--- src/rtl/core/vhs_pkg.sv ---
// Shared types, constants and the arctangent table for the spiral sampler.
// No dependencies; every other file in rtl/core takes names from here.
package vhs_pkg;

   localparam int FRACTION_BITS_DEF = 14;
   localparam int CORDIC_STAGES_DEF = 16;

   localparam int IDX_W   = 16;
   localparam int DIR_W   = 16;
   localparam int AXIS_W  = 16;
   localparam int AXES_W  = 48;
   localparam int DEN_W   = 17;
   localparam int ANG_W   = 32;
   localparam int Z_W     = 34;
   localparam int CSR_AW  = 6;
   localparam int CSR_DW  = 64;

   localparam int GUARD_BITS = 8;
   localparam int GAIN_FRAC  = 30;

   // 2.4 rad as a fraction of a turn at 2^32 scale
   localparam logic [ANG_W-1:0] ANGLE_STEP = 32'd1640556661;
   // 1/K of the CORDIC rotation, Q30
   localparam logic [GAIN_FRAC-1:0] INV_GAIN_Q30 = 30'd652032874;

   localparam logic [15:0]       COUNT_RST     = 16'd64;
   localparam logic [15:0]       PHASE_RST     = 16'd0;
   localparam logic [AXES_W-1:0] NORMAL_RST    = 48'h0000_4000_0000;
   localparam logic [AXES_W-1:0] TANGENT_RST   = 48'h0000_0000_4000;
   localparam logic [AXES_W-1:0] BITANGENT_RST = 48'h4000_0000_0000;

   typedef enum logic [2:0] {
      REG_SAMPLE_COUNT   = 3'd0,
      REG_ROTATION_PHASE = 3'd1,
      REG_NORMAL_AXIS    = 3'd2,
      REG_TANGENT_AXIS   = 3'd3,
      REG_BITANGENT_AXIS = 3'd4
   } reg_index_type;

   typedef struct packed {
      logic enable;
      logic valid;
   } pipe_ctl_type;

   // atan(2^-k) in turns, 2^32 scale
   function automatic logic [ANG_W-1:0] atan_turn(input logic [4:0] k);
      logic [ANG_W-1:0] v;
      case (k)
         5'd0:  v = 32'd536870912;
         5'd1:  v = 32'd316933406;
         5'd2:  v = 32'd167458907;
         5'd3:  v = 32'd85004756;
         5'd4:  v = 32'd42667331;
         5'd5:  v = 32'd21354465;
         5'd6:  v = 32'd10679838;
         5'd7:  v = 32'd5340245;
         5'd8:  v = 32'd2670163;
         5'd9:  v = 32'd1335087;
         5'd10: v = 32'd667544;
         5'd11: v = 32'd333772;
         5'd12: v = 32'd166886;
         5'd13: v = 32'd83443;
         5'd14: v = 32'd41722;
         5'd15: v = 32'd20861;
         5'd16: v = 32'd10430;
         5'd17: v = 32'd5215;
         5'd18: v = 32'd2608;
         5'd19: v = 32'd1304;
         5'd20: v = 32'd652;
         5'd21: v = 32'd326;
         5'd22: v = 32'd163;
         5'd23: v = 32'd81;
         5'd24: v = 32'd41;
         5'd25: v = 32'd20;
         5'd26: v = 32'd10;
         5'd27: v = 32'd5;
         5'd28: v = 32'd3;
         5'd29: v = 32'd1;
         5'd30: v = 32'd1;
         default: v = 32'd0;
      endcase
      return v;
   endfunction

endpackage

--- src/rtl/core/vhs_sqrt.sv ---
// Two-lane pipelined digit-by-digit integer square root, one root bit per stage.
// Depends on vhs_pkg.
module vhs_sqrt #(
   parameter int FRACTION_BITS = vhs_pkg::FRACTION_BITS_DEF,
   parameter int SIDE_W        = 1
) (
   input  logic                          clock,
   input  logic                          reset,
   input  vhs_pkg::pipe_ctl_type         ctl,
   input  logic [2*FRACTION_BITS+1:0]    rad [2],
   input  logic [SIDE_W-1:0]             side_in,
   output logic                          out_valid,
   output logic [FRACTION_BITS:0]        root [2],
   output logic [SIDE_W-1:0]             side_out
);
   localparam int RW     = 2 * FRACTION_BITS + 2;
   localparam int OW     = FRACTION_BITS + 1;
   localparam int STAGES = OW;

   logic              vld_ff  [STAGES];
   logic [SIDE_W-1:0] side_ff [STAGES];
   logic [RW-1:0]     rem_ff  [STAGES][2];
   logic [OW-1:0]     root_ff [STAGES][2];

   for (genvar j = 0; j < STAGES; j++) begin : g_stage
      localparam int B = OW - 1 - j;
      logic              vld_src;
      logic [SIDE_W-1:0] side_src;

      if (j == 0) begin : g_first
         assign vld_src  = ctl.valid;
         assign side_src = side_in;
      end else begin : g_next
         assign vld_src  = vld_ff[j-1];
         assign side_src = side_ff[j-1];
      end

      always_ff @(posedge clock) begin
         if (reset) begin
            vld_ff[j] <= 1'b0;
         end else if (ctl.enable) begin
            vld_ff[j] <= vld_src;
         end
      end

      always_ff @(posedge clock) begin
         if (ctl.enable) begin
            side_ff[j] <= side_src;
         end
      end

      for (genvar n = 0; n < 2; n++) begin : g_lane
         logic [RW-1:0] rem_src;
         logic [OW-1:0] root_src;
         logic [RW:0]   trial;
         logic          take;

         if (j == 0) begin : g_first
            assign rem_src  = rad[n];
            assign root_src = '0;
         end else begin : g_next
            assign rem_src  = rem_ff[j-1][n];
            assign root_src = root_ff[j-1][n];
         end

         // (root + 2^B)^2 - root^2
         assign trial = ((RW+1)'(root_src) << (B + 1)) + ((RW+1)'(1) << (2 * B));
         assign take  = {1'b0, rem_src} >= trial;

         always_ff @(posedge clock) begin
            if (ctl.enable) begin
               rem_ff[j][n]  <= take ? RW'({1'b0, rem_src} - trial) : rem_src;
               root_ff[j][n] <= root_src | (take ? (OW'(1) << B) : OW'(0));
            end
         end
      end
   end

   assign out_valid = vld_ff[STAGES-1];
   assign root[0]   = root_ff[STAGES-1][0];
   assign root[1]   = root_ff[STAGES-1][1];
   assign side_out  = side_ff[STAGES-1];

   // floor root: leftover never exceeds 2*root
   a_root_floor_0: assert property (@(posedge clock) disable iff (reset)
      vld_ff[STAGES-1]
      |-> (RW+1)'(rem_ff[STAGES-1][0]) <= (RW+1)'({root_ff[STAGES-1][0], 1'b0}))
      else $error("radius root not floor");
   a_root_floor_1: assert property (@(posedge clock) disable iff (reset)
      vld_ff[STAGES-1]
      |-> (RW+1)'(rem_ff[STAGES-1][1]) <= (RW+1)'({root_ff[STAGES-1][1], 1'b0}))
      else $error("height root not floor");

endmodule

--- config.mk ---
export PLATFORM = sky130hd
export DESIGN_NAME = vhs_sqrt
export DESIGN_NICKNAME = d
export VERILOG_FILES = /design/src/rtl/core/vhs_pkg.sv /design/src/rtl/core/vhs_sqrt.sv
export SDC_FILE = /design/constraint.sdc
export NUM_CORES = 1
export LEC_CHECK = 0
export ABC_AREA = 0
export BUFFER_PORTS_ARGS = -buffer_cell sky130_fd_sc_hd__buf_2
export CAP_MARGIN = 20
export CORE_UTILIZATION = 30
export CTS_CLUSTER_DIAMETER = 100
export DETAILED_ROUTE_END_ITERATION = 16
export PLACE_DENSITY_LB_ADDON = 0.3
export SYNTH_ARGS = -nofsm -noshare
export SYNTH_HDL_FRONTEND = slang
export SYNTH_SLANG_ARGS = --single-unit
export TNS_END_PERCENT = 1
--- constraint.sdc ---
create_clock -name clock -period 3.5 [get_ports clock]
set_clock_uncertainty 0.15 [all_clocks]
set_input_delay 0.35 -clock clock [delete_from_list [all_inputs] [get_ports clock]]
set_output_delay 0.35 -clock clock [all_outputs]
set_load 0.01 [all_outputs]
Yosys cells after proc, flatten, opt, wreduce, memory -nomap -nowiden

Memories as Yosys holds them, arrays and structs flattened.
Cells that the tools add are included.

Register bits: 0
RAM bits: 1380
Input bits: 65
Output and inout port bits: 32
Logic and storage cells: 216
Memories kept: 4

Memory list:

| memory  | depth | width | rd ports | clocked after Yosys merged registers in | write ports | line           | RTL |
|---|---|---|---|---|---|---|---|
| rem_ff  | 15    | 60    | 14       | 0                                       | 15          | vhs_sqrt.sv:22 | `logic [RW-1:0] rem_ff [STAGES][2];` |
| root_ff | 15    | 30    | 15       | 0                                       | 15          | vhs_sqrt.sv:23 | `logic [OW-1:0] root_ff [STAGES][2];` |
| side_ff | 15    | 1     | 15       | 0                                       | 15          | vhs_sqrt.sv:21 | `logic [SIDE_W-1:0] side_ff [STAGES];` |
| vld_ff  | 15    | 1     | 15       | 0                                       | 15          | vhs_sqrt.sv:20 | `logic vld_ff [STAGES];` |

Add/sub/neg operators: 58
Order comparisons: 30
Multiplexer cells: 81
Bitwise gates (word level): 43

Operators with widths:

| operator                                                            | count |
|---|---|
| 2-to-1 mux 30 bit                                                   | 30 |
| adder 29 x 27 -> 30 bit, second input constant                      | 2 |
| greater-or-equal comparator 30 x 17 -> 1 bit                        | 2 |
| greater-or-equal comparator 30 x 18 -> 1 bit                        | 2 |
| greater-or-equal comparator 30 x 19 -> 1 bit                        | 2 |
| greater-or-equal comparator 30 x 20 -> 1 bit                        | 2 |
| greater-or-equal comparator 30 x 21 -> 1 bit                        | 2 |
| greater-or-equal comparator 30 x 22 -> 1 bit                        | 2 |
| greater-or-equal comparator 30 x 23 -> 1 bit                        | 2 |
| greater-or-equal comparator 30 x 24 -> 1 bit                        | 2 |
| greater-or-equal comparator 30 x 25 -> 1 bit                        | 2 |
| greater-or-equal comparator 30 x 26 -> 1 bit                        | 2 |
| greater-or-equal comparator 30 x 27 -> 1 bit                        | 2 |
| greater-or-equal comparator 30 x 28 -> 1 bit                        | 2 |
| greater-or-equal comparator 30 x 29 -> 1 bit                        | 2 |
| greater-or-equal comparator 30 x 29 -> 1 bit, second input constant | 2 |
| greater-or-equal comparator 30 bit                                  | 2 |
| subtractor 30 x 17 -> 30 bit                                        | 2 |
| subtractor 30 x 18 -> 30 bit                                        | 2 |
| subtractor 30 x 19 -> 30 bit                                        | 2 |
| subtractor 30 x 20 -> 30 bit                                        | 2 |
| subtractor 30 x 21 -> 30 bit                                        | 2 |
| subtractor 30 x 22 -> 30 bit                                        | 2 |
| subtractor 30 x 23 -> 30 bit                                        | 2 |
| other kinds (51)                                                    | 136 |

Longest topological paths before layout

An unclocked memory read counts as a cell.

Depth after elaboration: 5
Gate-level depth with buffers: 13
Depth with buffers taken out: 10

Worst setup path after synthesis

No wires, ideal clock.

Path type: register to register
Start: memory rem_ff[9][40] (netlist bit)
End: memory rem_ff[10][43] (netlist bit) (data pin)
Setup time: 260 ps
Arrival time: 2821 ps
Data required time: 3090 ps
Setup slack: 269 ps
Cell stages (with the launch flop): 10
Buffers on the path: 1
Clock period less this slack: 3231 ps
Cell sequence: edfxtp_1 > ha_1 > nor2b_1 > o21a_1 > a311o_1 > o31ai_2 > nor2_1 > nor4b_2 > buf_2 > mux2_2

RTL lines:

| element     | line |
|---|---|
| from (decl) | vhs_sqrt.sv:22 |

==> impl_metrics.json <==
{
  "drive_gt1_frac": 0.0994,
  "wire_per_inst_um": 14.1,
  "post-place-ws_ns": 0.124,
  "path_clk_slew_ns": 0.06,
  "clk_latency_ns": 0.73,
  "diodes": 0,
  "grt.overflow.total": 0,
  "wl_um": 93400,
  "synth.distinct_cells": 83,
  "drt_iter0_drc": 1560,
  "path_class": "reg -> reg",
  "rows": 152,
  "pin_count": 97,
  "setup_ws_ns": 0.190,
  "reg2regPathDepth": 8,
  "worstSetupStartpointType": "flip-flop",
  "ys_ff_latch": 1110,
  "grt_max_degree": 141,
  "r2r_end": "rem_ff[8][27]$_DFFE_PP_",
  "drv_cap": 0,
  "syn_nets": 4261,
  "nets": 4549,
  "crit_fanout": 4,
  "firstDrtPassIters": 5,
  "cts_root_buf": "clkbuf_16",
  "arrival_ns": 3.61,
  "rsz0062_at_grt": "false",
  "p_total_uw": 35500,
  "period_share": 0.946,
  "relSlewSlack": 0.517,
  "synth-edff-count": 1110,
  "r2r_setup_slack_ns": 0.19,
  "grt_antenna_before_repair": 0,
  "cts_htree_levels": 3,
  "cts_made_buffers": 118,
  "finalMaxSlewViolations": 0,
  "mostFrequentLayoutCells": "1,110 x edfxtp_1, 324 x inv_1, 262 x ha_1",
  "initial_core_util": 0.302,
  "worstHoldStart": "reset",
  "required_ns": 3.80,
  "tightest_slew_ns": 0.715,
  "holdPathStages": 3,
  "fin_setup_tns_ns": 0,
  "grt.total_usage": 0.107,
  "p_per_area_mw_per_mm2": 590,
  "setup_viol_count_final": 0,
  "cts_tree": "built",
  "endpoint_kind": "flip-flop",
  "avgViaCountPerCell": 4.49,
  "syn_inst": 3934,
  "outcome": "finished clean",
  "clockBufferDepth": 3,
  "dieArea_mm2": 0.174,
  "die_w_um": 417,
  "hold_viol": 0,
  "synthArstFlopShare": 0,
  "ant_nets": 0,
  "grt_pass1_vias": 30400,
  "synth_seq_area_share": 0.644,
  "hold_end": "vld_ff[0][6]$_DFFE_PP_",
  "clkSinkCount": 1110,
  "syn_area_mm2": 0.0518,
  "die_y_um": 417,
  "final_common_cell": "edfxtp_1",
  "gp_congestion": 0.855,
  "synth_warnings": 0,
  "total_leakage_power_uw": 0.0223,
  "post-dp-hpwl_um": 67900,
  "grt_pass1_wl_um": 154000,
  "portBuffers": 96,
  "syn_avg_cell_area_um2": 13.2,
  "areaGrowthSynthToFinish_pct": 16.0,
  "min_period_ns": 3.31,
  "ys.flop_type": "edfxtp_1",
  "vias": 29800,
  "ir_drop_v": 0.000408,
  "drc_errors": 0,
  "fin_util": 0.350,
  "core_region_area_mm2": 0.172,
  "r2r-start": "rem_ff[7][15]$_DFFE_PP_",
  "min_path_type": "in -> reg",
  "fmax_mhz": 302
}
power breakdown:
part           total (uW)  leakage, uW  internal [uW]  switching, uW
sequential          17700       0.0107          16700           1030
combinational        5450      0.00977           2480           2970
clock               12300      0.00185           7120           5190
cell type report:
type | instances | area (um2)
clock buffer | 141 | 3060
inverter | 325 | 1220
timing repair buffer | 229 | 1780
sequential | 1110 | 33300
multi-input combinational | 2438 | 17000
fill | 16700 | 111000
tap | 2310 | 2890
clock inverter | 82 | 779
cell usage after synthesis (16+ instances only):
cell type  instances  share of area
o31ai_1           35         0.0051
xor2_1           155          0.026
nand4_1           27         0.0033
nand4b_1          21         0.0036
mux2_2            44         0.0096
nand3b_1          16         0.0023
xnor2_1          180          0.030
and2_1            29         0.0035
ha_1             262          0.063
clkbuf_1          42         0.0030
or3_1             38         0.0046
nor2b_1           37         0.0045
a21o_1            35         0.0051
nand3_1           62         0.0060
nor4b_1           27         0.0046
nor3b_1           17         0.0025
nor3_1           100         0.0097
nand2_1          240          0.017
nor2_1           244          0.018
a211oi_1          30         0.0043
o211ai_1          18         0.0026
nor4_1           111          0.013
edfxtp_1        1110           0.64
o21ai_0          178          0.017
a21oi_1          183          0.018
inv_1            324          0.023
nand2b_1          51         0.0062
o21a_1            65         0.0094
or4_1             26         0.0038
state kept, by name, indices dropped and copies added, names as in the netlist:
signal and cells:
rem_ff 840, root_ff 240, side_ff 15, vld_ff 15
kinds of logic after synthesis:
kind of cell             after synthesis  share of synthesized area
AO/OA/AOI/OAI                        684                     0.0846
XOR/XNOR                             335                     0.0567
adder cells (fa/ha/maj)              262                     0.0633
buffers and inverters                386                     0.0283
flip-flops                          1110                      0.644
multiplexers                          49                     0.0106
AND/OR/NAND/NOR                     1108                      0.113
critical path: stages (launching register included):
cell       delay [ns]
edfxtp_1         0.40
ha_1             0.26
or3_1            0.37
o2bb2ai_1        0.31
o22ai_1          0.19
o311ai_0         0.64
o211ai_1         0.30
nor4_1           0.30
xor2_1           0.12
through the flow:
stage	cell area [um2]	instances	hold WS (ns)
2_1_floorplan	51800	3934	0.250
3_3_place_gp	55600	6347	0.251
3_5_place_dp	55600	6347	0.255
4_1_cts	60100	6635	0.0499
5_1_grt	60100	6635	0.101
6_report	60100	6635	0.0966
worst max path at each step:
stage	from	end
finish	rem_ff[7][15]$_DFFE_PP_	rem_ff[8][27]$_DFFE_PP_
global route	rem_ff[7][15]$_DFFE_PP_	rem_ff[8][27]$_DFFE_PP_
CTS	root_ff[9][13]$_DFFE_PP_	rem_ff[10][13]$_DFFE_PP_
detailed placement	root_ff[9][13]$_DFFE_PP_	rem_ff[10][13]$_DFFE_PP_
global placement	rem_ff[9][18]$_DFFE_PP_	rem_ff[10][12]$_DFFE_PP_
floorplan	rem_ff[9][40]$_DFFE_PP_	rem_ff[10][43]$_DFFE_PP_
metal layers:
metal	part of all wire	track usage
met2	0.47	0.181
met1	0.47	0.135
met3	0.033	0.0212
met4	0.035	0.0397
met5	0	0
what timing repair did:
item                                    in CTS  in global routing
hold endpoints to repair                    89                  0
endpoints found under the setup margin       0                 16
gates resized for setup                      0                  5
setup buffers                                0                  0
hold buffers                                65                  0
(Power assumes the default switching activity.)
