$ cat config.mk
export PLATFORM = sky130hd
export DESIGN_NAME = vhs_div
export DESIGN_NICKNAME = d
export VERILOG_FILES = /design/src/rtl/core/vhs_pkg.sv /design/src/rtl/core/vhs_div.sv
export SDC_FILE = /design/constraint.sdc
export NUM_CORES = 1
export LEC_CHECK = 0
export ABC_AREA = 1
export BUFFER_PORTS_ARGS = -buffer_cell sky130_fd_sc_hd__buf_2
export CORE_MARGIN = 2
export CORE_UTILIZATION = 57
export CTS_BUF_LIST = sky130_fd_sc_hd__clkbuf_4 sky130_fd_sc_hd__clkbuf_8
export DETAILED_ROUTE_END_ITERATION = 7
export GPL_TIMING_DRIVEN = 0
export PLACE_DENSITY = 0.73
export SETUP_SLACK_MARGIN = 0.4
export SKIP_LAST_GASP = 1
export SLEW_MARGIN = 20
export SYNTH_ARGS = -nofsm -noshare
export SYNTH_HDL_FRONTEND = slang
export SYNTH_SLANG_ARGS = --single-unit
$ cat constraint.sdc
create_clock -name clock -period 4.4 [get_ports clock]
set_clock_uncertainty 0.2 [all_clocks]
set_input_delay 0.66 -clock clock [delete_from_list [all_inputs] [get_ports clock]]
set_output_delay 0.66 -clock clock [all_outputs]
set_load 0.02 [all_outputs]
$ cat src/rtl/core/vhs_pkg.sv
// Shared types, constants and the arctangent table for the spiral sampler.
// No dependencies; every other file in rtl/core takes names from here.
package vhs_pkg;

   localparam int FRACTION_BITS_DEF = 14;
   localparam int CORDIC_STAGES_DEF = 16;

   localparam int IDX_W   = 16;
   localparam int DIR_W   = 16;
   localparam int AXIS_W  = 16;
   localparam int AXES_W  = 48;
   localparam int DEN_W   = 17;
   localparam int ANG_W   = 32;
   localparam int Z_W     = 34;
   localparam int CSR_AW  = 6;
   localparam int CSR_DW  = 64;

   localparam int GUARD_BITS = 8;
   localparam int GAIN_FRAC  = 30;

   // 2.4 rad as a fraction of a turn at 2^32 scale
   localparam logic [ANG_W-1:0] ANGLE_STEP = 32'd1640556661;
   // 1/K of the CORDIC rotation, Q30
   localparam logic [GAIN_FRAC-1:0] INV_GAIN_Q30 = 30'd652032874;

   localparam logic [15:0]       COUNT_RST     = 16'd64;
   localparam logic [15:0]       PHASE_RST     = 16'd0;
   localparam logic [AXES_W-1:0] NORMAL_RST    = 48'h0000_4000_0000;
   localparam logic [AXES_W-1:0] TANGENT_RST   = 48'h0000_0000_4000;
   localparam logic [AXES_W-1:0] BITANGENT_RST = 48'h4000_0000_0000;

   typedef enum logic [2:0] {
      REG_SAMPLE_COUNT   = 3'd0,
      REG_ROTATION_PHASE = 3'd1,
      REG_NORMAL_AXIS    = 3'd2,
      REG_TANGENT_AXIS   = 3'd3,
      REG_BITANGENT_AXIS = 3'd4
   } reg_index_type;

   typedef struct packed {
      logic enable;
      logic valid;
   } pipe_ctl_type;

   // atan(2^-k) in turns, 2^32 scale
   function automatic logic [ANG_W-1:0] atan_turn(input logic [4:0] k);
      logic [ANG_W-1:0] v;
      case (k)
         5'd0:  v = 32'd536870912;
         5'd1:  v = 32'd316933406;
         5'd2:  v = 32'd167458907;
         5'd3:  v = 32'd85004756;
         5'd4:  v = 32'd42667331;
         5'd5:  v = 32'd21354465;
         5'd6:  v = 32'd10679838;
         5'd7:  v = 32'd5340245;
         5'd8:  v = 32'd2670163;
         5'd9:  v = 32'd1335087;
         5'd10: v = 32'd667544;
         5'd11: v = 32'd333772;
         5'd12: v = 32'd166886;
         5'd13: v = 32'd83443;
         5'd14: v = 32'd41722;
         5'd15: v = 32'd20861;
         5'd16: v = 32'd10430;
         5'd17: v = 32'd5215;
         5'd18: v = 32'd2608;
         5'd19: v = 32'd1304;
         5'd20: v = 32'd652;
         5'd21: v = 32'd326;
         5'd22: v = 32'd163;
         5'd23: v = 32'd81;
         5'd24: v = 32'd41;
         5'd25: v = 32'd20;
         5'd26: v = 32'd10;
         5'd27: v = 32'd5;
         5'd28: v = 32'd3;
         5'd29: v = 32'd1;
         5'd30: v = 32'd1;
         default: v = 32'd0;
      endcase
      return v;
   endfunction

endpackage

$ cat src/rtl/core/vhs_div.sv
// Pipelined restoring divider, one quotient bit per stage, for r^2.
// Depends on vhs_pkg.
module vhs_div #(
   parameter int FRACTION_BITS = vhs_pkg::FRACTION_BITS_DEF,
   parameter int SIDE_W        = 1
) (
   input  logic                           clock,
   input  logic                           reset,
   input  vhs_pkg::pipe_ctl_type          ctl,
   input  logic [FRACTION_BITS+17:0]      num,
   input  logic [vhs_pkg::DEN_W-1:0]      den,
   input  logic                           sat,
   input  logic [SIDE_W-1:0]              side_in,
   output logic                           out_valid,
   output logic [FRACTION_BITS+1:0]       quot,
   output logic [SIDE_W-1:0]              side_out
);
   localparam int NW     = FRACTION_BITS + 18;
   localparam int QW     = FRACTION_BITS + 2;
   localparam int STAGES = QW;
   localparam int DW     = vhs_pkg::DEN_W;

   logic              vld_ff  [STAGES];
   logic [NW-1:0]     rem_ff  [STAGES];
   logic [DW-1:0]     den_ff  [STAGES];
   logic [QW-1:0]     quot_ff [STAGES];
   logic              sat_ff  [STAGES];
   logic [SIDE_W-1:0] side_ff [STAGES];

   for (genvar j = 0; j < STAGES; j++) begin : g_stage
      localparam int B = QW - 1 - j;
      logic              vld_src;
      logic [NW-1:0]     rem_src;
      logic [DW-1:0]     den_src;
      logic [QW-1:0]     quot_src;
      logic              sat_src;
      logic [SIDE_W-1:0] side_src;
      logic [NW:0]       trial;
      logic              take;

      if (j == 0) begin : g_first
         assign vld_src  = ctl.valid;
         assign rem_src  = num;
         assign den_src  = den;
         assign quot_src = '0;
         assign sat_src  = sat;
         assign side_src = side_in;
      end else begin : g_next
         assign vld_src  = vld_ff[j-1];
         assign rem_src  = rem_ff[j-1];
         assign den_src  = den_ff[j-1];
         assign quot_src = quot_ff[j-1];
         assign sat_src  = sat_ff[j-1];
         assign side_src = side_ff[j-1];
      end

      assign trial = (NW+1)'(den_src) << B;
      assign take  = {1'b0, rem_src} >= trial;

      always_ff @(posedge clock) begin
         if (reset) begin
            vld_ff[j] <= 1'b0;
         end else if (ctl.enable) begin
            vld_ff[j] <= vld_src;
         end
      end

      always_ff @(posedge clock) begin
         if (ctl.enable) begin
            rem_ff[j]  <= take ? NW'({1'b0, rem_src} - trial) : rem_src;
            den_ff[j]  <= den_src;
            quot_ff[j] <= quot_src | (take ? (QW'(1) << B) : QW'(0));
            sat_ff[j]  <= sat_src;
            side_ff[j] <= side_src;
         end
      end
   end

   assign out_valid = vld_ff[STAGES-1];
   assign quot      = sat_ff[STAGES-1] ? '1 : quot_ff[STAGES-1];
   assign side_out  = side_ff[STAGES-1];

   // an unsaturated quotient leaves a proper remainder
   a_rem_below_den: assert property (@(posedge clock) disable iff (reset)
      vld_ff[STAGES-1] && !sat_ff[STAGES-1]
      |-> (NW+1)'(rem_ff[STAGES-1]) < (NW+1)'(den_ff[STAGES-1]))
      else $error("divider remainder not below divisor");

endmodule

# After elaboration in Yosys (flattened, before gate mapping)

Memories as Yosys holds them, arrays and structs flattened.
Cells that the tools add are included.

$add $sub $neg: 16
Magnitude comparators: 16
Multiplexer cells: 55
Bitwise operators: 31

Operator list:

| kind                                             | count |
|---|---|
| 32-bit 2-to-1 mux                                | 16 |
| 32-bit by 17-bit >= comparator with 1-bit output | 1 |
| 32-bit by 18-bit >= comparator with 1-bit output | 1 |
| 32-bit by 19-bit >= comparator with 1-bit output | 1 |
| 32-bit by 20-bit >= comparator with 1-bit output | 1 |
| 32-bit by 21-bit >= comparator with 1-bit output | 1 |
| 32-bit by 22-bit >= comparator with 1-bit output | 1 |
| 32-bit by 23-bit >= comparator with 1-bit output | 1 |
| 32-bit by 24-bit >= comparator with 1-bit output | 1 |
| 32-bit by 25-bit >= comparator with 1-bit output | 1 |
| 32-bit by 26-bit >= comparator with 1-bit output | 1 |
| 32-bit by 27-bit >= comparator with 1-bit output | 1 |
| 32-bit by 28-bit >= comparator with 1-bit output | 1 |
| 32-bit by 29-bit >= comparator with 1-bit output | 1 |
| 32-bit by 30-bit >= comparator with 1-bit output | 1 |
| 32-bit by 31-bit >= comparator with 1-bit output | 1 |
| 32-bit >= comparator                             | 1 |
| 16-bit 2-to-1 mux                                | 2 |
| 32-bit by 17-bit subtractor with 32-bit output   | 1 |
| 32-bit by 18-bit subtractor with 32-bit output   | 1 |
| 32-bit by 19-bit subtractor with 32-bit output   | 1 |
| 32-bit by 20-bit subtractor with 32-bit output   | 1 |
| 32-bit by 21-bit subtractor with 32-bit output   | 1 |
| 32-bit by 22-bit subtractor with 32-bit output   | 1 |
| 41 further kinds                                 | 78 |

Register bits: 0
Bits in writable memories: 1088
Output and inout bits: 18
Memories kept: 6

Memories:

| memory  | depth | width | rd ports | clocked after memory_dff | write ports | RTL line      | source |
|---|---|---|---|---|---|---|---|
| rem_ff  | 16    | 32    | 15       | 0                        | 16          | vhs_div.sv:24 | `logic [NW-1:0] rem_ff [STAGES];` |
| den_ff  | 16    | 17    | 15       | 0                        | 16          | vhs_div.sv:25 | `logic [DW-1:0] den_ff [STAGES];` |
| quot_ff | 16    | 16    | 16       | 0                        | 16          | vhs_div.sv:26 | `logic [QW-1:0] quot_ff [STAGES];` |
| sat_ff  | 16    | 1     | 16       | 0                        | 16          | vhs_div.sv:27 | `logic sat_ff [STAGES];` |
| side_ff | 16    | 1     | 16       | 0                        | 16          | vhs_div.sv:28 | `logic [SIDE_W-1:0] side_ff [STAGES];` |
| vld_ff  | 16    | 1     | 16       | 0                        | 16          | vhs_div.sv:23 | `logic vld_ff [STAGES];` |

# Depth between registers and ports, before layout

Depth in word-level cells: 4
Mapped depth: 16
Gate-level depth less buffers: 15

# Worst setup path before layout

OpenSTA, ideal clock, no wires.

Path type: in2reg
Start: input num[15]
End: memory rem_ff[0][29] in the netlist's numbering, data pin
Library setup time: 253 ps
Data arrival time: 2091 ps
Required time: 3947 ps
Setup slack: 1856 ps
Cell stages on the path: 11
Path buffers: 0
Cell sequence: inv_1 > ha_1 > fa_1 > o21ai_0 > nand2_1 > nand2_1 > nand2_1 > nand2_1 > nand2_1 > nand3_2 > nand2_1

RTL lines:

| what            | RTL line      | source |
|---|---|---|
| start, declared | vhs_div.sv:10 | `input logic [FRACTION_BITS+17:0] num,` |
| end, declared   | vhs_div.sv:24 |  |

==> out/results.tsv <==
metric	value	unit
status	finished, final reports clean	
1st-iter DRT viols	4085	
MaxCap Viol Count	0	
pre-CTS WS	0.7881	ns
Lkg Pwr	0.02875	uW
synth cell count leaders	nand2_1 (2341), inv_1 (1147), edfxtp_1 (919)	
setup_tns	0	ns
Slew Viols, Final	0	
Final Hold Viols	0	
Synth Area in Compound Gates	4.705	%
xor-xnor portion of the synthesized cell area	2.305	%
worst relative slew slack	45.50	%
layout cells sized above 1	9.106	%
standard-cell rows	114	
largest family of logic cells by synthesized area	simple AND/OR/NAND/NOR gates	
Crit-path slowest cell	dlygate4sd3_1	
period utilization	77.29	%
Hold WC Path Type	input port to flop	
most frequent CP cell	buf_16	
Final HPWL DP	112400	um
Worst Path Max Fanout	139	
syn_area_per_cell	8.346	um2
Synth top area share	49.75	%
clock latency on the worst-skew pair	0.85	ns
synthesized area	0.05547	mm2
largest area contributor in the netlist	edfxtp_1	
CTS HTree Levels	4	
Post-Synth Adder-Cell Area	6.677	%
fmax	294.0	MHz
Worst Path Arrival	3.65	ns
Die Width	316.0	um
I/O pin count	73	
Cells after Synth	6646	
CTS tree	done	
CTS max path bufs	3	
WP data required	4.65	ns
die span in y	316.0	um
fin cells	8327	
Final Routed Wirelength	143600	um
initial antenna violation count	4	
Setup Buffers After CTS	0	
power density cells	577.0	mW/mm2
RSZ-0062 raised after global routing	false	
YS warnings	0	
clock transition at the registers of the reported paths	0.05	ns
clock sink total	919	
synthesis-stage register bit count	919	
post-synthesis mux area share	0	%
core footprint	0.09657	mm2
Root Buffer	clkbuf_8	
Final GP Congestion	0.9379	
Post-synth top flop	edfxtp_1	
post-synthesis simple-gate area fraction	27.66	%
Buffers on Ports	72	
Final #Nets	7273	
synth top area cells	edfxtp_1 (50%), nand2_1 (16%), inv_1 (7.8%)	
FILL cells	8298	
final worst slack	0.9992	ns
Num CTS Buffers	155	
kind of critical path	input port to flop	
Startpoint Class	input port	
DR DRC count	0	
Slew @ Worst Pin	0.8174	ns
ys async rst share	0	%
number of synthesized flops with an enable pin	919	
Seq/Total Area, Yosys	49.75	%
Final setup violation count	0	
first-pass GRT wire length	224400	um
Final Critical Period	3.401	ns
Crit. End Element	flop	
grt ovf	0	
largest net degree at the start of global routing	148	
Yosys cell types	48	
top-count cell post-synth	nand2_1	
delay of the slowest critical-path stage	0.57	ns
drt first pass iters	8	
full die area	0.09983	mm2
placed insts	8001	
Total GRT Usage	28.98	%
VDD IR max	0.0003465	V
Antenna Nets Post-Route	0	
Initial Utilization	57.44	%
worst path cell trace	dlygate4sd3_1 > buf_12 > buf_16 > buf_16 > buf_16 > buf_16	
detailed-route via count	43770	
vias per cell	5.256	
drt wl/cell	17.25	um
synthesis-to-finish area growth	10.59	%
syn_nets	6988	
vias in the first global route	41220	
-- sequential cells by signal, summed over array words and instances (netlist names) --
| signal | flops |
|---|---|
| den_ff | 255 |
| quot_ff | 136 |
| rem_ff | 480 |
| sat_ff | 16 |
| side_ff | 16 |
| vld_ff | 16 |
-- final timing paths --
| kind | start | slack, ns | endpoint | cells after the start |
|---|---|---|---|---|
| setup / recovery | ctl[1] | 1.0 | rem_ff[1][218] | 6 |
| hold / removal | num[27] | 0.08 | rem_ff[0][27] | 3 |
| setup reg to reg | den_ff[0][85] | 1.37 | rem_ff[0][217] | 12 |
| hold reg to reg | sat_ff[0][4] | 0.19 | sat_ff[0][5] | 0 |
-- power breakdown --
group,total [uW],switching (uW),internal (uW)
Combinational,14200,9350,4800
Sequential,13200,1280,12000
Clock,8000,3660,4350
Total,35400,14300,21100
-- critical path: cells and delay by family --
family                 cells  cell delay, ns
buffers and inverters      6            2.47
-- what timing repair did --
item	in CTS	in global routing
resized for setup	0	0
hold endpoints to repair	63	0
hold buffers	49	0
-- area by class of cell --
class	count	area (um2)	share of cell area, %
repair buffers	128	1059	1.725
diodes	1	2.502	0.004079
clock buffers	193	2419	3.942
well taps	1276	1597	2.602
clock inverters	83	799.5	1.303
inverters	1169	4403	7.177
plain buffers	54	533.0	0.8689
flip-flops and latches	919	27600	44.98
multi-input cells	4504	22940	37.39
-- cells in the final DEF, fill, tap and decap left out, types with 13 or more instances in the layout --
master | synthesis | routed
dlygate4sd3_1 | 0 | 49
clkbuf_4 | 0 | 38
inv_2 | 16 | 16
nor2_2 | 38 | 38
o21bai_1 | 19 | 19
and2_1 | 13 | 13
clkinv_1 | 0 | 37
nand3b_1 | 48 | 48
ha_1 | 272 | 272
buf_2 | 2 | 73
a21oi_1 | 203 | 203
xnor2_1 | 29 | 29
buf_4 | 17 | 17
nand3_2 | 23 | 23
clkbuf_8 | 0 | 155
or2_2 | 31 | 31
inv_1 | 1147 | 1147
o21ai_1 | 27 | 27
nor2_1 | 544 | 544
o21ai_0 | 64 | 64
nand2_2 | 34 | 34
nand3_1 | 367 | 367
clkinv_2 | 0 | 17
o21ai_2 | 13 | 13
nand2_1 | 2341 | 2341
edfxtp_1 | 919 | 919
buf_6 | 30 | 30
a21oi_2 | 84 | 84
fa_1 | 15 | 15
xor2_1 | 117 | 117
nand4_1 | 117 | 117
nor3_1 | 54 | 54
-- layer usage --
metal / global-route usage [%] / wire length (um) / vias to the layer above / share of wire [%]
met1: 41.97 / 66480 / 20240 / 46
met3: 4.093 / 8897 / 239 / 6.2
met4: 8.832 / 3648 / 2 / 2.5
li1: - / - / 21980 / -
met2: 45.42 / 64610 / 1301 / 45
met5: 0 / 13 / - / 0.0091
-- cells by family (layout without fill, tap and decap cells) --
logic type      count (synthesis)  in the layout
compound gates                424            424
xor+xnor                      146            146
fa+ha+maj                     287            287
buf+inv                      1223           1627
flops                         919            919
other cells                     0              1
simple gates                 3647           3647
-- metrics by stage --
step                      util, %  total power, uW  cell area, um2  hold WS, ns
final                       63.53            35400           61350      0.08068
after global placement      59.47            27300           57430       0.2003
after global routing        63.53            38050           61350      0.03638
after CTS                   63.53            35390           61340     0.003272
after floorplan                 -            23220           55470       0.2003
after detailed placement    59.69            27250           57640       0.2045
Power figures use the tool's default switching activity.
