### src/rtl/core/vhs_pkg.sv
// Shared types, constants and the arctangent table for the spiral sampler.
// No dependencies; every other file in rtl/core takes names from here.
package vhs_pkg;

   localparam int FRACTION_BITS_DEF = 14;
   localparam int CORDIC_STAGES_DEF = 16;

   localparam int IDX_W   = 16;
   localparam int DIR_W   = 16;
   localparam int AXIS_W  = 16;
   localparam int AXES_W  = 48;
   localparam int DEN_W   = 17;
   localparam int ANG_W   = 32;
   localparam int Z_W     = 34;
   localparam int CSR_AW  = 6;
   localparam int CSR_DW  = 64;

   localparam int GUARD_BITS = 8;
   localparam int GAIN_FRAC  = 30;

   // 2.4 rad as a fraction of a turn at 2^32 scale
   localparam logic [ANG_W-1:0] ANGLE_STEP = 32'd1640556661;
   // 1/K of the CORDIC rotation, Q30
   localparam logic [GAIN_FRAC-1:0] INV_GAIN_Q30 = 30'd652032874;

   localparam logic [15:0]       COUNT_RST     = 16'd64;
   localparam logic [15:0]       PHASE_RST     = 16'd0;
   localparam logic [AXES_W-1:0] NORMAL_RST    = 48'h0000_4000_0000;
   localparam logic [AXES_W-1:0] TANGENT_RST   = 48'h0000_0000_4000;
   localparam logic [AXES_W-1:0] BITANGENT_RST = 48'h4000_0000_0000;

   typedef enum logic [2:0] {
      REG_SAMPLE_COUNT   = 3'd0,
      REG_ROTATION_PHASE = 3'd1,
      REG_NORMAL_AXIS    = 3'd2,
      REG_TANGENT_AXIS   = 3'd3,
      REG_BITANGENT_AXIS = 3'd4
   } reg_index_type;

   typedef struct packed {
      logic enable;
      logic valid;
   } pipe_ctl_type;

   // atan(2^-k) in turns, 2^32 scale
   function automatic logic [ANG_W-1:0] atan_turn(input logic [4:0] k);
      logic [ANG_W-1:0] v;
      case (k)
         5'd0:  v = 32'd536870912;
         5'd1:  v = 32'd316933406;
         5'd2:  v = 32'd167458907;
         5'd3:  v = 32'd85004756;
         5'd4:  v = 32'd42667331;
         5'd5:  v = 32'd21354465;
         5'd6:  v = 32'd10679838;
         5'd7:  v = 32'd5340245;
         5'd8:  v = 32'd2670163;
         5'd9:  v = 32'd1335087;
         5'd10: v = 32'd667544;
         5'd11: v = 32'd333772;
         5'd12: v = 32'd166886;
         5'd13: v = 32'd83443;
         5'd14: v = 32'd41722;
         5'd15: v = 32'd20861;
         5'd16: v = 32'd10430;
         5'd17: v = 32'd5215;
         5'd18: v = 32'd2608;
         5'd19: v = 32'd1304;
         5'd20: v = 32'd652;
         5'd21: v = 32'd326;
         5'd22: v = 32'd163;
         5'd23: v = 32'd81;
         5'd24: v = 32'd41;
         5'd25: v = 32'd20;
         5'd26: v = 32'd10;
         5'd27: v = 32'd5;
         5'd28: v = 32'd3;
         5'd29: v = 32'd1;
         5'd30: v = 32'd1;
         default: v = 32'd0;
      endcase
      return v;
   endfunction

endpackage

### src/rtl/core/vhs_cordic.sv
// Unrolled rotation-mode CORDIC, one micro-rotation per register stage.
// Depends on vhs_pkg (arctangent table, angle width).
module vhs_cordic #(
   parameter int FRACTION_BITS = vhs_pkg::FRACTION_BITS_DEF,
   parameter int CORDIC_STAGES = vhs_pkg::CORDIC_STAGES_DEF,
   parameter int SIDE_W        = 1
) (
   input  logic                                clock,
   input  logic                                reset,
   input  vhs_pkg::pipe_ctl_type               ctl,
   input  logic signed [FRACTION_BITS+10:0]    x0,
   input  logic signed [vhs_pkg::Z_W-1:0]      z0,
   input  logic [SIDE_W-1:0]                   side_in,
   output logic                                out_valid,
   output logic signed [FRACTION_BITS+10:0]    x_out,
   output logic signed [FRACTION_BITS+10:0]    y_out,
   output logic [SIDE_W-1:0]                   side_out
);
   localparam int XW = FRACTION_BITS + 11;
   localparam int ZW = vhs_pkg::Z_W;

   logic                 vld_ff  [CORDIC_STAGES];
   logic signed [XW-1:0] x_ff    [CORDIC_STAGES];
   logic signed [XW-1:0] y_ff    [CORDIC_STAGES];
   logic signed [ZW-1:0] z_ff    [CORDIC_STAGES];
   logic [SIDE_W-1:0]    side_ff [CORDIC_STAGES];

   for (genvar k = 0; k < CORDIC_STAGES; k++) begin : g_stage
      logic                 vld_src;
      logic signed [XW-1:0] x_src;
      logic signed [XW-1:0] y_src;
      logic signed [ZW-1:0] z_src;
      logic [SIDE_W-1:0]    side_src;
      logic signed [ZW-1:0] step;

      if (k == 0) begin : g_first
         assign vld_src  = ctl.valid;
         assign x_src    = x0;
         assign y_src    = '0;
         assign z_src    = z0;
         assign side_src = side_in;
      end else begin : g_next
         assign vld_src  = vld_ff[k-1];
         assign x_src    = x_ff[k-1];
         assign y_src    = y_ff[k-1];
         assign z_src    = z_ff[k-1];
         assign side_src = side_ff[k-1];
      end

      assign step = ZW'(vhs_pkg::atan_turn(5'(k)));

      always_ff @(posedge clock) begin
         if (reset) begin
            vld_ff[k] <= 1'b0;
         end else if (ctl.enable) begin
            vld_ff[k] <= vld_src;
         end
      end

      always_ff @(posedge clock) begin
         if (ctl.enable) begin
            side_ff[k] <= side_src;
            if (!z_src[ZW-1]) begin
               x_ff[k] <= x_src - (y_src >>> k);
               y_ff[k] <= y_src + (x_src >>> k);
               z_ff[k] <= z_src - step;
            end else begin
               x_ff[k] <= x_src + (y_src >>> k);
               y_ff[k] <= y_src - (x_src >>> k);
               z_ff[k] <= z_src + step;
            end
         end
      end
   end

   assign out_valid = vld_ff[CORDIC_STAGES-1];
   assign x_out     = x_ff[CORDIC_STAGES-1];
   assign y_out     = y_ff[CORDIC_STAGES-1];
   assign side_out  = side_ff[CORDIC_STAGES-1];

endmodule

### config.mk
export PLATFORM = sky130hd
export DESIGN_NAME = vhs_cordic
export DESIGN_NICKNAME = d
export VERILOG_FILES = /design/src/rtl/core/vhs_pkg.sv /design/src/rtl/core/vhs_cordic.sv
export SDC_FILE = /design/constraint.sdc
export NUM_CORES = 2
export LEC_CHECK = 0
export BUFFER_PORTS_ARGS = -buffer_cell sky130_fd_sc_hd__buf_2
export CAP_MARGIN = 20
export CELL_PAD_IN_SITES_DETAIL_PLACEMENT = 2
export CELL_PAD_IN_SITES_GLOBAL_PLACEMENT = 2
export CORE_ASPECT_RATIO = 0.6
export CORE_MARGIN = 4
export CORE_UTILIZATION = 47
export CTS_BUF_LIST = sky130_fd_sc_hd__clkbuf_4 sky130_fd_sc_hd__clkbuf_8
export CTS_CLUSTER_DIAMETER = 200
export DETAILED_ROUTE_END_ITERATION = 6
export PLACE_DENSITY = 0.88
export SLEW_MARGIN = 0
export SYNTH_ARGS = -nofsm -noshare
export SYNTH_HDL_FRONTEND = slang
export SYNTH_SLANG_ARGS = --single-unit
export TNS_END_PERCENT = 5
### constraint.sdc
create_clock -name clock -period 8.3 [get_ports clock]
set_input_delay 0.83 -clock clock [delete_from_list [all_inputs] [get_ports clock]]
set_output_delay 0.83 -clock clock [all_outputs]
set_load 0.03 [all_outputs]
# Yosys cells after proc, flatten, opt, wreduce, memory -nomap -nowiden
# Memory sizes are Yosys's and may differ from the RTL's.
# Cells that the tools add are included.
[totals] regBits=0 latchBits=0 mem_bits_rw=1376 mem_bits_ro=0 in_bits=64 output_inout_bits=52 elab_cells=328 mem_count=5
[classes] n_addsub=93 n_mul=0 div_mod_pow=0 order_cmp=0 n_eq_ne=0 shift=0 n_mux=166 bitwise=64 reduce_logical=0
[mem_list] memory="z_ff" depth=16 width=34 read_ports=15 rd_ports_with_merged_regs=0 wr=16 line="vhs_cordic.sv:25" text="logic signed [ZW-1:0] z_ff [CORDIC_STAGES];"
[mem_list] memory="x_ff" depth=16 width=25 read_ports=16 rd_ports_with_merged_regs=0 wr=16 line="vhs_cordic.sv:23" text="logic signed [XW-1:0] x_ff [CORDIC_STAGES];"
[mem_list] memory="y_ff" depth=16 width=25 read_ports=16 rd_ports_with_merged_regs=0 wr=16 line="vhs_cordic.sv:24" text="logic signed [XW-1:0] y_ff [CORDIC_STAGES];"
[mem_list] memory="side_ff" depth=16 width=1 read_ports=16 rd_ports_with_merged_regs=0 wr=16 line="vhs_cordic.sv:26" text="logic [SIDE_W-1:0] side_ff [CORDIC_STAGES];"
[mem_list] memory="vld_ff" depth=16 width=1 read_ports=16 rd_ports_with_merged_regs=0 wr=16 line="vhs_cordic.sv:22" text="logic vld_ff [CORDIC_STAGES];"
[op_table] operator="25-bit two-way mux" count=32
[op_table] operator="34-bit two-way mux" count=16
[op_table] operator="1-bit two-way mux" count=118
[op_table] operator="1-bit bitwise OR" count=64
[op_table] operator="25-bit by 10-bit adder with 25-bit output" count=2
[op_table] operator="25-bit by 11-bit adder with 25-bit output" count=2
[op_table] operator="25-bit by 12-bit adder with 25-bit output" count=2
[op_table] operator="25-bit by 13-bit adder with 25-bit output" count=2
[op_table] operator="25-bit by 14-bit adder with 25-bit output" count=2
[op_table] operator="25-bit by 15-bit adder with 25-bit output" count=2
[op_table] operator="25-bit by 16-bit adder with 25-bit output" count=2
[op_table] operator="25-bit by 17-bit adder with 25-bit output" count=2
[op_table] operator="25-bit by 18-bit adder with 25-bit output" count=2
[op_table] operator="25-bit by 19-bit adder with 25-bit output" count=2
[op_table] operator="25-bit by 20-bit adder with 25-bit output" count=2
[op_table] operator="25-bit by 21-bit adder with 25-bit output" count=2
[op_table] operator="25-bit by 22-bit adder with 25-bit output" count=2
[op_table] operator="25-bit by 23-bit adder with 25-bit output" count=2
[op_table] operator="25-bit by 24-bit adder with 25-bit output" count=2
[op_table] operator="25-bit by 10-bit subtractor with 25-bit output" count=2
[op_table] operator="25-bit by 11-bit subtractor with 25-bit output" count=2
[op_table] operator="25-bit by 12-bit subtractor with 25-bit output" count=2
[op_table] operator="25-bit by 13-bit subtractor with 25-bit output" count=2
[op_table] operator="25-bit by 14-bit subtractor with 25-bit output" count=2
[op_table] operator="other kinds (43)" count=53

# Longest topological paths before layout
# An unclocked memory read counts as a cell.
[depth] word_depth=5 depth_mapped=19 mapped_depth_nobuf=19

# Worst setup path before layout
# Ideal clock, no wire load.
[synth_timing] kind="in2reg" startpoint="input port ctl[1] (netlist bit)" endpoint="memory y_ff[1][147] (netlist bit) (data pin)" arrival_time_ns=4.962 path_slack_ns=3.081 cell_stages=18 n_path_buf=3 path_cell_list="clkbuf_1 nand2_1 inv_1 clkbuf_1 clkbuf_1 nor2_1 xnor2_1 ha_1 nor2b_1 o2111a_1 a2111oi_1 o31ai_1 a221oi_2 o21ai_1 o31ai_2 o21bai_1 a21oi_1 xnor2_1"
[synth_rtl] element="from (decl)" line="vhs_cordic.sv:10" text="input vhs_pkg::pipe_ctl_type ctl,"
[synth_rtl] element="to (decl)" line="vhs_cordic.sv:24"

==> out/summary.txt <==
Input/output buffers = 115
Initial antenna violation count = 49
Final #Nets = 12242
Top-count cell post-synth = edfxtp_1
Seq/Total Area, Yosys = 37.4%
Ports = 116
Grt total ovfl = 0
Worst Tran Pin Value = 1760 ps
Layout cells sized above 1 = 6.00%
Met3 Usage GRT = 14.4%
Clk_lat worst skew = 1170 ps
Gpl congestion = 0.918
Clock buffer depth = 4
Dominant synthesized flop cell = edfxtp_1
Mapped Cells = 10625
Max-Slew Margin vs Limit = -17.8%
Standard-cell rows = 134
Synth unique cells = 90
Area leader, netlist = edfxtp_1
Final hold slack = -23.5 ps
Height of the chip = 374 um
Syn_area_per_cell = 9.88 sq um
Clk sinks = 1307
Number of global-route vias before repair = 109433
CP Max Fanout = 42
Critical Path Sink = x_ff[0][73]$_DFFE_PP_
Unrepaired setup endpoints after global routing = no
Endpoints failing hold = 3
Critical Path Slowest Stage Cell = clkinv_1
Reg2Reg Setup Slack = 730 ps
Detailed Route Iter0 Violations = 17745
Synth-to-layout area growth = 8.88%
Post-synth top cells = edfxtp_1, ha_1, a21oi_1, xnor2_1, nor2_1
DIE WIDTH = 618 um
Final min period = 7570 ps
Net Count, Synth = 11939
Dpl hpwl = 318 mm
Worst Path Required = 9090 ps
Starting density of the core = 47.2%
Die area = 0.231 sq mm
Avg WL per Cell = 40.8 um
Met2 usage = 67.9%
Yosys warns = 0
Setup bufs post-CTS = 0
Worst r2r src = z_ff[0][67]$_DFFE_PP_
Setup Skew = 188 ps
Core Region = 0.222 sq mm
MaxCap Viol Count = 2
Failing checks = design-rule violations, negative hold slack, max-capacitance violations, max-slew violations
Tot GR Track Use = 44.3%
Setup TNS = 0 ps
Routed Antenna Nets = 0
Crit-path max cell delay = 1000 ps
TritonCTS clock tree = built
Post-synth EDFFs = 1307
Total CTS buffers = 227
Reg2reg end = x_ff[0][73]$_DFFE_PP_
Worst path cell trace = nand2_1, buf_4, clkinv_1, buf_4, nor2_1, xor2_1, ha_1, a211oi_1, nor2_1, o21ai_0, a21boi_0, o41a_1, a21o_1, a221oi_1, o21ai_0, a31oi_1, xnor2_1
Fmax = 132 MHz
Clock edge transition at the registers on the reported setup and hold paths = 100 ps
Asr flop ratio synth = 0%
R2r worst-path depth = 17
Vias per cell = 7.58
CP Data Arrival Time = 8360 ps
# DRC = 114
Synth Cell Area = 0.105 sq mm
DR pass1 iterations = 7
Crit path capture type = register
Detailed-route via count = 107101
Top Usage Layer GRT = met2
Worst min path class = input port to register
Register area = 0.0392 sq mm
Total Wirelength = 577 mm
Final cycle utilization of the critical path = 91.2%
Largest net degree at the start of global routing = 174
CP startpoint kind = register
Number of synthesized register bits = 1307
Total of fill cells in the finished design = 22640
Final setup vio count = 0
Pre-CTS setup slack = 1480 ps
First-pass GRT wire length = 780 mm
Slew Viols, Final = 8
Multi-input gate area = 0.0634 sq mm
CTS Root Cell = clkbuf_8
H-tree depth = 4
Setup ws final = 733 ps
Outcome = finished with violations
Synth top area share = 37.4%
WS Path Type = register to register
Crit path from = z_ff[0][67]$_DFFE_PP_
Synth area leaders = edfxtp_1, ha_1, xnor2_1
Met1 usage = 55.2%
==> worst max-delay path, delay by kind of cell, from the launching register on <==
kind,cells,cell delay (ps)
simple gates,3,670
buf+inv,3,2200
fa+ha+maj,1,320
xor+xnor,2,300
flops,1,480
compound gates,8,3220
==> per-stage QoR <==
stage	hold slack [ps]	area, sq um	util, %	instances
after global routing	7.41	114000	51.4	14095
final	-23.5	114000	51.4	14122
after detailed placement	411	109000	49.2	13627
after CTS	0.538	114000	51.3	14064
after floorplan	400	105000	-	10625
after global placement	402	109000	49.2	13624
==> final cells by class <==
class / count / share of cell area, %
clock buffers: 299 / 3.21
multi-input cells: 8702 / 55.5
inverters: 446 / 1.47
diodes: 39 / 0.0854
clock inverters: 93 / 0.537
repair buffers: 244 / 1.58
well taps: 2992 / 3.28
flip-flops and latches: 1307 / 34.3
==> logic make-up after synthesis <==
logic type	share of synthesized area (%)
AOI/OAI and AO/OA	20.0
and+or+nand+nor	11.9
xor gates and xnor gates	12.5
DFF	37.4
adders and majority gates	15.2
buffers and inverters	2.20
muxes	0.809
==> per-layer routing <==
metal  wire length [um]  share of wire [%]  vias to the layer above
met4              50300                8.7                       40
met1             204000                 35                    52495
met5               1020               0.18                        -
li1                   -                  -                    40236
met2             242000                 42                    10253
met3              79400                 14                     4077
==> registers in the layout, indices dropped and copies added, names as in the netlist <==
register / count
side_ff: 16
z_ff: 476
vld_ff: 16
x_ff: 399
y_ff: 400
==> how the worst min path moves through the flow <==
| stage | cells after the start | to | slack, ps | start |
|---|---|---|---|---|
| floorplan | 0 | side_ff[0][1]$_DFFE_PP_ | 400 | side_ff[0][0]$_DFFE_PP_ |
| global placement | 0 | side_ff[1][4]$_DFFE_PP_ | 400 | side_ff[1][3]$_DFFE_PP_ |
| detailed placement | 0 | side_ff[0][2]$_DFFE_PP_ | 410 | side_ff[0][1]$_DFFE_PP_ |
| CTS | 1 | x_ff[0][5]$_DFFE_PP_ | 0.5 | x0[5] |
| global route | 1 | x_ff[0][7]$_DFFE_PP_ | 7 | x0[7] |
| finish | 1 | x_ff[0][2]$_DFFE_PP_ | -20 | x0[2] |
==> layout by cell type, fill, tap and decap left out, types with 441 or more instances in the layout <==
| master | synthesis | layout |
|---|---|---|
| edfxtp_1 | 1307 | 1307 |
| ha_1 | 1206 | 1206 |
| a21oi_1 | 1110 | 1110 |
| xnor2_1 | 990 | 990 |
| nor2_1 | 763 | 763 |
| nand2_1 | 591 | 586 |
| o21ai_0 | 569 | 569 |
| a21o_1 | 541 | 541 |
| xor2_1 | 502 | 502 |
| inv_1 | 441 | 441 |
==> repair_timing <==
action                    CTS  global route
resized for setup           0             0
hold buffers               45             3
hold endpoints to repair   45             3
Power is left out: the tool's default activity adds up to more than one toggle a clock period on the data nets, which glitch-free logic cannot reach.
